`src/design/segment_tree_range_sum_defines.svh`:
```
`ifndef SEGMENT_TREE_RANGE_SUM_DEFINES_SVH
`define SEGMENT_TREE_RANGE_SUM_DEFINES_SVH

// Same-cycle implication, sampled on the rising clock edge outside reset.
`define STRS_ASSERT_NOW(label, ante, cons, msg) \
   label: assert property (@(posedge clock) disable iff (reset) (ante) |-> (cons)) \
      else $error(msg);

// Next-cycle implication, sampled on the rising clock edge outside reset.
`define STRS_ASSERT_NEXT(label, ante, cons, msg) \
   label: assert property (@(posedge clock) disable iff (reset) (ante) |=> (cons)) \
      else $error(msg);

`endif

```
`src/design/strs_pkg.sv`:
```
package strs_pkg;

   localparam int LEAF_COUNT_DEFAULT = 1024;
   localparam int VALUE_BITS_DEFAULT = 32;

   localparam int IDX_W = 10;
   localparam int VAL_W = 32;
   localparam int SUM_W = 42;

   localparam int REQ_TDATA_W = 64;
   localparam int RSP_TDATA_W = 48;

   localparam int LEAF_INDEX_LSB  = 0;
   localparam int LEAF_VALUE_LSB  = LEAF_INDEX_LSB + IDX_W;
   localparam int RANGE_LEFT_LSB  = LEAF_VALUE_LSB + VAL_W;
   localparam int RANGE_RIGHT_LSB = RANGE_LEFT_LSB + IDX_W;

   typedef enum logic {
      MODE_LOAD  = 1'b0,
      MODE_QUERY = 1'b1
   } mode_type;

   typedef enum logic [2:0] {
      ST_CLEAR,
      ST_IDLE,
      ST_LOAD_WR,
      ST_LOAD_ADD,
      ST_Q_LO,
      ST_Q_HI,
      ST_Q_DONE
   } state_type;

   typedef struct packed {
      logic clear_step;
      logic start;
      logic load_write;
      logic load_add;
      logic q_lo;
      logic q_hi;
      logic rsp_load;
   } cmd_type;

   typedef struct packed {
      logic clear_last;
      logic load_ok;
      logic pos_root;
      logic lo_lt_hi;
   } stat_type;

endpackage

```
`src/design/strs_ctrl.sv`:
```
module strs_ctrl (
   input  logic               clock,
   input  logic               reset,
   input  logic               req_tvalid,
   output logic               req_tready,
   input  logic [0:0]         req_tuser,
   output logic               rsp_tvalid,
   input  logic               rsp_tready,
   input  strs_pkg::stat_type stat,
   output strs_pkg::cmd_type  cmd
);
   import strs_pkg::*;

   state_type state_ff, state_in;
   logic      rsp_valid_ff, rsp_valid_in;

   always_ff @(posedge clock) begin
      if (reset) begin
         state_ff     <= ST_CLEAR;
         rsp_valid_ff <= 1'b0;
      end else begin
         state_ff     <= state_in;
         rsp_valid_ff <= rsp_valid_in;
      end
   end

   always_comb begin
      state_in   = state_ff;
      cmd        = '0;
      req_tready = 1'b0;
      unique case (state_ff)
         ST_CLEAR: begin
            cmd.clear_step = 1'b1;
            if (stat.clear_last) begin
               state_in = ST_IDLE;
            end
         end
         ST_IDLE: begin
            req_tready = 1'b1;
            if (req_tvalid) begin
               cmd.start = 1'b1;
               if (req_tuser == MODE_QUERY) begin
                  state_in = ST_Q_LO;
               end else if (stat.load_ok) begin
                  state_in = ST_LOAD_WR;
               end
            end
         end
         ST_LOAD_WR: begin
            cmd.load_write = 1'b1;
            state_in = stat.pos_root ? ST_IDLE : ST_LOAD_ADD;
         end
         ST_LOAD_ADD: begin
            cmd.load_add = 1'b1;
            state_in = ST_LOAD_WR;
         end
         ST_Q_LO: begin
            if (stat.lo_lt_hi) begin
               cmd.q_lo = 1'b1;
               state_in = ST_Q_HI;
            end else begin
               state_in = ST_Q_DONE;
            end
         end
         ST_Q_HI: begin
            cmd.q_hi = 1'b1;
            state_in = ST_Q_LO;
         end
         ST_Q_DONE: begin
            if (!rsp_valid_ff || rsp_tready) begin
               cmd.rsp_load = 1'b1;
               state_in = ST_IDLE;
            end
         end
         default: begin
            state_in = ST_IDLE;
         end
      endcase
   end

   always_comb begin
      if (cmd.rsp_load) begin
         rsp_valid_in = 1'b1;
      end else if (rsp_tready) begin
         rsp_valid_in = 1'b0;
      end else begin
         rsp_valid_in = rsp_valid_ff;
      end
   end

   assign rsp_tvalid = rsp_valid_ff;

endmodule

```
`config.mk`:
```
export PLATFORM = sky130hd
export DESIGN_NAME = strs_ctrl
export DESIGN_NICKNAME = d
export VERILOG_FILES = /design/src/design/segment_tree_range_sum_defines.svh /design/src/design/strs_pkg.sv /design/src/design/strs_ctrl.sv
export SDC_FILE = /design/constraint.sdc
export NUM_CORES = 1
export LEC_CHECK = 0
export BUFFER_PORTS_ARGS = -buffer_cell sky130_fd_sc_hd__buf_4
export CAP_MARGIN = 10
export CORE_AREA = 2 2 39 41
export CTS_CLUSTER_DIAMETER = 150
export CTS_CLUSTER_SIZE = 16
export DETAILED_ROUTE_END_ITERATION = 16
export DIE_AREA = 0 0 41 43
export PLACE_DENSITY = 0.53
export SYNTH_ARGS = -nofsm -noshare
export SYNTH_HDL_FRONTEND = slang
export SYNTH_SLANG_ARGS = --single-unit
export TNS_END_PERCENT = 5
```
`constraint.sdc`:
```
create_clock -name clock -period 1.2 [get_ports clock]
set_input_delay 0.12 -clock clock [delete_from_list [all_inputs] [get_ports clock]]
set_output_delay 0.12 -clock clock [all_outputs]
set_load 0.005 [all_outputs]
```
==> metrics.txt, run 1 <==
failing checks setup timing; I/O Buffers 17; clk_skew between 2 and 2.5 ps; wire length per cell 11.0 um; commonest cells after routing, fill and taps aside buf_4 (22), nand2_1 (5); Mapped Nets 52; largest net degree at the start of global routing 8; clk sinks 4; register bit total from synthesis 4; RSZ-0062 raised after global routing true; Die X ~41 um; Final Critical Period 1280 ps; area grow syn2layout 64.3%; Syn Inst Count 43; Worst Path Required roughly 1100 ps; Filler Cells Inserted 160; Crit path depth 4; commonest non-fill, non-tap cell in the layout buf_4; CP Launch Type flip-flop; hold path depth 2; drt drc 0; Initial DRC Count 1; total global-route track usage 11.5%; Initial Util 25.6%; WL final 914 um; WHS Endpoint state_ff[0]; fraction of layout cells with a size suffix above 1 62.7%; site row count 14; routed vias 377; first-pass GRT wire length 1330 um; Area contributors post-synth dfxtp_1 (23%), buf_6 (9.5%), nor3b_2 (7.1%); area leader, netlist dfxtp_1; count of different cell masters after synthesis 23; static leakage 0.265 nW; CP endpoint kind output port; CTS tree yes; critical path's slowest cell dfxtp_4; Design Power 0.000724 W; r2r worst-path depth 4; Die Ht 43 um; Critical Path AT 1160 ps; worst relative slew slack 85.9%; CP max FO 5; worst reg2reg setup slack 0 ps; Reg clk slew, reported paths 40 ps; r2r endpoint state_ff[1]; Clock Latency Late Sink 230 ps; WP buf/inv 2; maximum clock insertion buffer count 2; CP peak stage delay ~350 ps; GP Congestion roughly 0.75; status finished, violations left; Worst VDD drop 0.587 mV; Synth Area per Inst 8.23 um2; # IOs 18; TritonCTS buffer count 3; core area 0.00138 mm2; Seq/Total Area, Yosys a little under a quarter; Final nets 78; Cell Pwr Density between 1000 and 1500 mW/mm2; n_diodes 0; GRT overflow 0; TritonRoute pass-1 iters 2; vias in the first global route between 300 and 400; Die ar. about 0.0018 mm2; post-route ant nets 0; CP top delay family flip-flops; CTS root buf clkbuf_4; max-cap violation count 0; Finished Core Util a little over two fifths; Hold Fails Final Rpt 0; H-tree Lvls 1; type of the worst setup path flip-flop to output port; Cell Chain, Critical Path buf_6, or2_4, nor2b_1, buf_4; Synth top area share a little under a quarter; HPWL Detailed 708 um; worst flop-to-flop path startpoint state_ff[0]; final slew viol count 0; Hold Path Class input pin to flip-flop; synth warn 0; fmax 0.780 GHz; initial antenna violation count 0; hold path startpoint reset; ratio of final minimum period to clock period 107%; final setup fails 6; worst-margin pin slew 210 ps; final setup margin -81.5 ps; Post-Syn Area 354 um2; Vias/cell ~4.5
-- worst max path at each step --
stage	from	to	slack (ps)
after floorplan	state_ff[0]	state_ff[1]	90
after CTS	state_ff[0]	cmd[0]	-90
after global placement	state_ff[0]	state_ff[1]	-30
after detailed placement	state_ff[2]	state_ff[1]	-20
final	state_ff[0]	cmd[0]	-80
after global routing	state_ff[0]	cmd[0]	-140
-- flip-flops by register name, indices dropped and copies added (netlist names) --
register	cells
state_ff	3
rsp_tvalid	1
-- power by group --
group / leakage (nW) / total [W] / internal, W / switching (W)
Sequential: 0.0348 / 0.000196 / 0.000161 / 0.0000346
Combinational: 0.216 / 0.000369 / 0.000225 / 0.000144
Clock: 0.0138 / 0.000160 / 0.000111 / 0.0000485
-- layer usage --
layer	vias up	track usage, %	wire length (um)
li1	199	-	-
met1	166	11.3	349
met2	12	19.4	503
met3	0	3.14	60
met4	0	8.00	0
met5	-	0	0
-- cell usage after synthesis --
cell type and n:
o2111ai_1 1, a21oi_1 4, nor3_1 2, dfxtp_1 4, nor2_1 2, a21oi_2 1, nand2b_1 2, buf_4 1
and3b_2 1, o32ai_2 1, and4b_1 1, o21ai_0 2, nor3b_1 1, and2_1 1, buf_6 3, nor2b_2 1
nor3b_2 2, o21bai_1 1, nor2b_1 2, and3_2 1, nand2_1 6, or2_4 1, or3_1 2
-- kinds of logic after synthesis --
group	synth area share (%)
AOI/OAI and AO/OA	20.1
buffers and inverters	11.7
and+or+nand+nor	45.6
DFF	22.6
-- per-stage QoR --
step / TNS, ps / hold WS (ps) / setup slack (ps) / instances / instance area [um2]
2_1_floorplan: 0 / 189 / 85.3 / 43 / 354
3_3_place_gp: -26.5 / 334 / -26.5 / 78 / 505
3_5_place_dp: -20.2 / 331 / -20.2 / 78 / 505
4_1_cts: -339 / 74.4 / -90.9 / 83 / 556
5_1_grt: -623 / 86.3 / -138 / 83 / 582
6_report: -245 / 85.1 / -81.5 / 83 / 582
-- repair_timing --
action                                  in CTS  in global routing
pin swaps                                    2                  1
endpoints found under the setup margin       7                  8
hold buffers                                 0                  0
buffers inserted                             2                  0
hold endpoints to repair                     0                  0
gates resized for setup                      6                  7
-- final cells by class --
type	count	area [um2]	share of cell area, %
multi-input combinational	35	249	42.8
timing repair buffer	25	199	34.2
sequential	4	91.3	15.7
clock buffer	3	22.5	3.87
tap	16	20.0	3.44
(Power assumes the default switching activity.)
==> inputs of run 2 (changes only) <==
Settings changed: PLACE_DENSITY 0.53 to unset.
==> run 2 against run 1 <==
The flow still finishes with violations (setup timing). Global-route usage shrank 1.3 points. Maximum frequency grew 1.6%. Highest routed layer unchanged. Critical endpoint is now cmd[2]. Sequential power is essentially flat. Combinational power shrank 4%. Wire length shrank 7.4%. Critical path type unchanged. Critical path depth is the same. First-iteration DRC count grew to 3.0 times the previous value. Worst setup slack gained 20 ps. Non-clock buffer count shrank 3. Die area is the same. Register-to-register slack lost 20 ps. Clock skew grew 2.5 ps.
==> metrics.txt, run 2 (synthesized netlist as in run 1, its figures left out) <==
site row count 14; drt drc 0; CP top delay family flip-flops; WL final 846 um; final slew viol count 0; Finished Core Util 41.3%; Worst VDD drop 0.740 mV; Die Ht 43 um; Worst Path Required 1080 ps; CP max FO 7; Largest Register state_ff; critical path's slowest cell dfxtp_4; Filler Cells Inserted 145; clk sinks 4; commonest cells after routing, fill and taps aside buf_4 (20), nand2_1 (4), a21oi_1 (4); Hold Fails Final Rpt 0; initial antenna violation count 0; status finished, violations left; clk_skew 4.93 ps; maximum clock insertion buffer count 2; Die ar. 0.00176 mm2; final setup fails 6; worst-margin pin slew 207 ps; static leakage roughly 0.26 nW; CP peak stage delay 370 ps; total global-route track usage 10.2%; CP Launch Type flip-flop; hold buffers post-CTS 0; fraction of layout cells with a size suffix above 1 67.2%; TritonRoute pass-1 iters 3; wire length per cell approximately 11 um; area grow syn2layout 61.5%; commonest non-fill, non-tap cell in the layout buf_4; GRT overflow 0; failing checks setup timing; CTS tree yes; Final nets 75; Clock Latency Late Sink around 240 ps; Vias/cell 4.81; Multi-input gate area 265 um2; Final Non-Filler Cells 80; most numerous cell on the critical path buf_4; Critical Path AT 1140 ps; worst relative slew slack 86.1%; fmax between 0.7 and 0.8 GHz; ratio of final minimum period to clock period 105%; CTS root buf clkbuf_4; final instance area 572 um2; RSZ-0062 raised after global routing true; Reg clk slew, reported paths 40 ps; Hold Path Class input pin to flip-flop; largest net degree at the start of global routing 10; first-pass GRT wire length 1210 um; final setup margin -61.3 ps; WP buf/inv 2; CP endpoint kind output port; # IOs 18; routed vias 385; Initial DRC Count 3; post-route ant nets 0; worst reg2reg setup slack -20 ps; TritonCTS buffer count 3; n_diodes 0; Cell Chain, Critical Path buf_4, nor2_4, and3_2, buf_4; core area around 0.0014 mm2; number of flip-flops in the largest register 3; Initial Util 25.6%; type of the worst setup path flip-flop to output port; max-cap violation count 0; vias in the first global route about 350; Die X a little over 40 um; H-tree Lvls 1; FF+latch area approximately 91 um2; Cell Pwr Density 1260 mW/mm2; GP Congestion 0.772; I/O Buffers 17; Final Critical Period 1260 ps; number of cells after detailed placement 76; Placed Area 490 um2
## run 2: worst register-to-register path: stages (launching register included)
cell	delay, ps
dfxtp_4	350
buf_6	120
and4b_1	180
o21bai_2	170
o2111ai_2	130
nor3b_2	160
## run 2: where the power goes
group          total [W]  internal, W  switching (W)  leakage, nW
clock network   0.000167     0.000112      0.0000547       0.0138
registers       0.000196     0.000161      0.0000353       0.0348
logic           0.000356     0.000210       0.000146        0.209
total           0.000719     0.000483       0.000236        0.258
## run 2: routing by layer
| layer | wire length [um] | track usage (%) |
|---|---|---|
| met1 | 374 | 9.32 |
| met2 | 398 | 17.2 |
| met3 | 74 | 6.28 |
| met4 | 0 | 4.00 |
| met5 | 0 | 0 |
## run 2: final cells by class
class / count / area share [%]
tap: 16 / 3.50
sequential: 4 / 16.0
timing repair buffer: 22 / 30.2
multi-input combinational: 35 / 46.4
clock buffer: 3 / 3.94
## run 2: timing repair
action                     in CTS  in global routing
pin swaps                       3                  3
setup endpoints to repair       9                 10
setup buffers                   1                  0
gates resized for setup        11                  5
## run 2: final timing paths
path | startpoint | end | cells past startpoint
setup reg to reg | state_ff[2] | state_ff[1] | 5
hold / removal | reset | state_ff[0] | 2
hold reg to reg | rsp_tvalid | rsp_tvalid | 2
setup / recovery | state_ff[1] | cmd[2] | 4
## run 2: stage by stage
stage | power, W | hold WS (ps) | setup slack (ps) | TNS [ps]
2_1_floorplan | 0.000379 | 189 | 85.3 | 0
3_3_place_gp | 0.000489 | 333 | -35.0 | -35.0
3_5_place_dp | 0.000487 | 332 | 15.7 | 0
4_1_cts | 0.000698 | 75.8 | -66.5 | -194
5_1_grt | 0.000778 | 80.2 | -98.6 | -655
6_report | 0.000719 | 81.8 | -61.3 | -159
==> inputs of run 3 (changes only) <==
Clock period 1.2 ns to 1.15 ns, I/O delays scaled along.
==> run 3 against run 2 <==
The flow still finishes with violations (setup timing). Sequential share of layout area is 1.4 points lower. Clock power hardly changed. Final area is 9.8% higher. Core utilization is 4.1 points higher. Critical path depth stayed put. First-iteration DRC count is 67% higher. Register-to-register slack worse by 60 ps. Wire length is 17% higher.
==> metrics.txt, run 3 (synthesized netlist as in run 1, its figures left out) <==
status finished, violations left; failing checks setup timing; site row count 14; Cell Chain, Critical Path buf_6, or2_4, nor2b_1, buf_4; commonest cells after routing, fill and taps aside buf_4 (22), buf_6 (5), nand2_1 (4); fmax 0.780 GHz; number of cells after detailed placement 78; n_diodes 0; wire length per cell 11.7 um; Clock Latency Late Sink 230 ps; TritonRoute pass-1 iters 2; final setup margin -132 ps; FF+latch area between 90 and 100 um2; worst relative slew slack around 79%; number of flip-flops in the largest register 3; Vias/cell 4.69; initial antenna violation count 0; Final Non-Filler Cells 85; RSZ-0062 raised after global routing true; Die ar. around 0.0018 mm2; CP peak stage delay roughly 350 ps; final slew viol count 0; Cell Pwr Density between 1000 and 1500 mW/mm2; CP endpoint kind output port; first-pass GRT wire length ~1500 um; Initial DRC Count 5; Hold Path Class input pin to flip-flop; Die Ht approximately 43 um; core area about 0.0014 mm2; Initial Util around a quarter; Finished Core Util a little under half; max-cap violation count 0; clk sinks 4; Final Critical Period 1280 ps; # IOs 18; I/O Buffers 17; Final nets 80; clk_skew just under 4 ps; post-route ant nets 0; WL final 993 um; Hold Fails Final Rpt 0; critical path's slowest cell dfxtp_4; largest net degree at the start of global routing 9; maximum clock insertion buffer count 2; final setup fails 8; Die X about 41 um; HPWL Detailed approximately 660 um; H-tree Lvls 1; drt drc 0; GRT overflow 0; CP Launch Type flip-flop; static leakage 0.286 nW; vias in the first global route between 400 and 500; hold buffers post-CTS 0; type of the worst setup path flip-flop to output port; ratio of final minimum period to clock period 111%; CP max FO 3; Filler Cells Inserted 140; Design Power 0.000815 W; fraction of layout cells with a size suffix above 1 between 70 and 80%; GP Congestion 0.783; Multi-input gate area 273 um2; worst-margin pin slew 316 ps; Critical Path AT roughly 1200 ps; Worst VDD drop 0.711 mV; total global-route track usage 12.6%; Worst Path Required 1030 ps; CTS root buf clkbuf_4; Largest Register state_ff; CTS tree yes; TritonCTS buffer count 3; commonest non-fill, non-tap cell in the layout buf_4; Post-Place Setup Slack -50.0 ps; routed vias 399; Fin Hold WS between 80 and 90 ps; Reg clk slew, reported paths 40 ps; area grow syn2layout 77.4%
## run 3: cell count changes in the layout (fill, tap and decap cells not counted), sizes merged
cell	before	now
buf	22	27
## run 3: per-layer routing
metal | wire length, um | vias up | track usage [%]
met5 | 0 | - | 0
met4 | 0 | 0 | 4.00
met3 | 52 | 0 | 3.14
met2 | 536 | 14 | 23.1
met1 | 403 | 182 | 12.8
li1 | - | 203 | -
## run 3: cell type report
cell class / count / share of cell area [%]
Timing Repair Buffer: 27 / 35.3
Multi-Input combinational cell: 35 / 43.4
Clock buffer: 3 / 3.59
Tap cell: 16 / 3.19
Sequential cell: 4 / 14.5
## run 3: worst paths after layout
check	to	startpoint	depth (start not counted)	slack [ps]
max	cmd[0]	state_ff[0]	4	-130
min	state_ff[1]	reset	2	90
max reg2reg	state_ff[2]	state_ff[0]	5	-80
min reg2reg	rsp_tvalid	rsp_tvalid	2	570
## run 3: critical path, delay by kind of cell, from the launching register on
family	cells	cell delay, ps
DFF	1	350
buffers and inverters	2	240
and+or+nand+nor	2	350
## run 3: metrics by stage
step / setup TNS (ps) / instance area, um2
global placement: -77.6 / 505
floorplan: 0 / 354
global route: -1160 / 628
CTS: -487 / 606
finish: -514 / 628
detailed placement: -117 / 505
## run 3: power breakdown
group          switching, W  internal [W]  leakage (nW)
sequential        0.0000397      0.000168        0.0348
clock             0.0000523      0.000116        0.0138
combinational      0.000167      0.000271         0.238
## run 3: timing repair
item                       CTS  global route
setup endpoints to repair   11            11
gates cloned                 0             0
resized for setup           16             3
hold endpoints to repair     0             0
pin swaps                    3             3
setup buffers                3             1
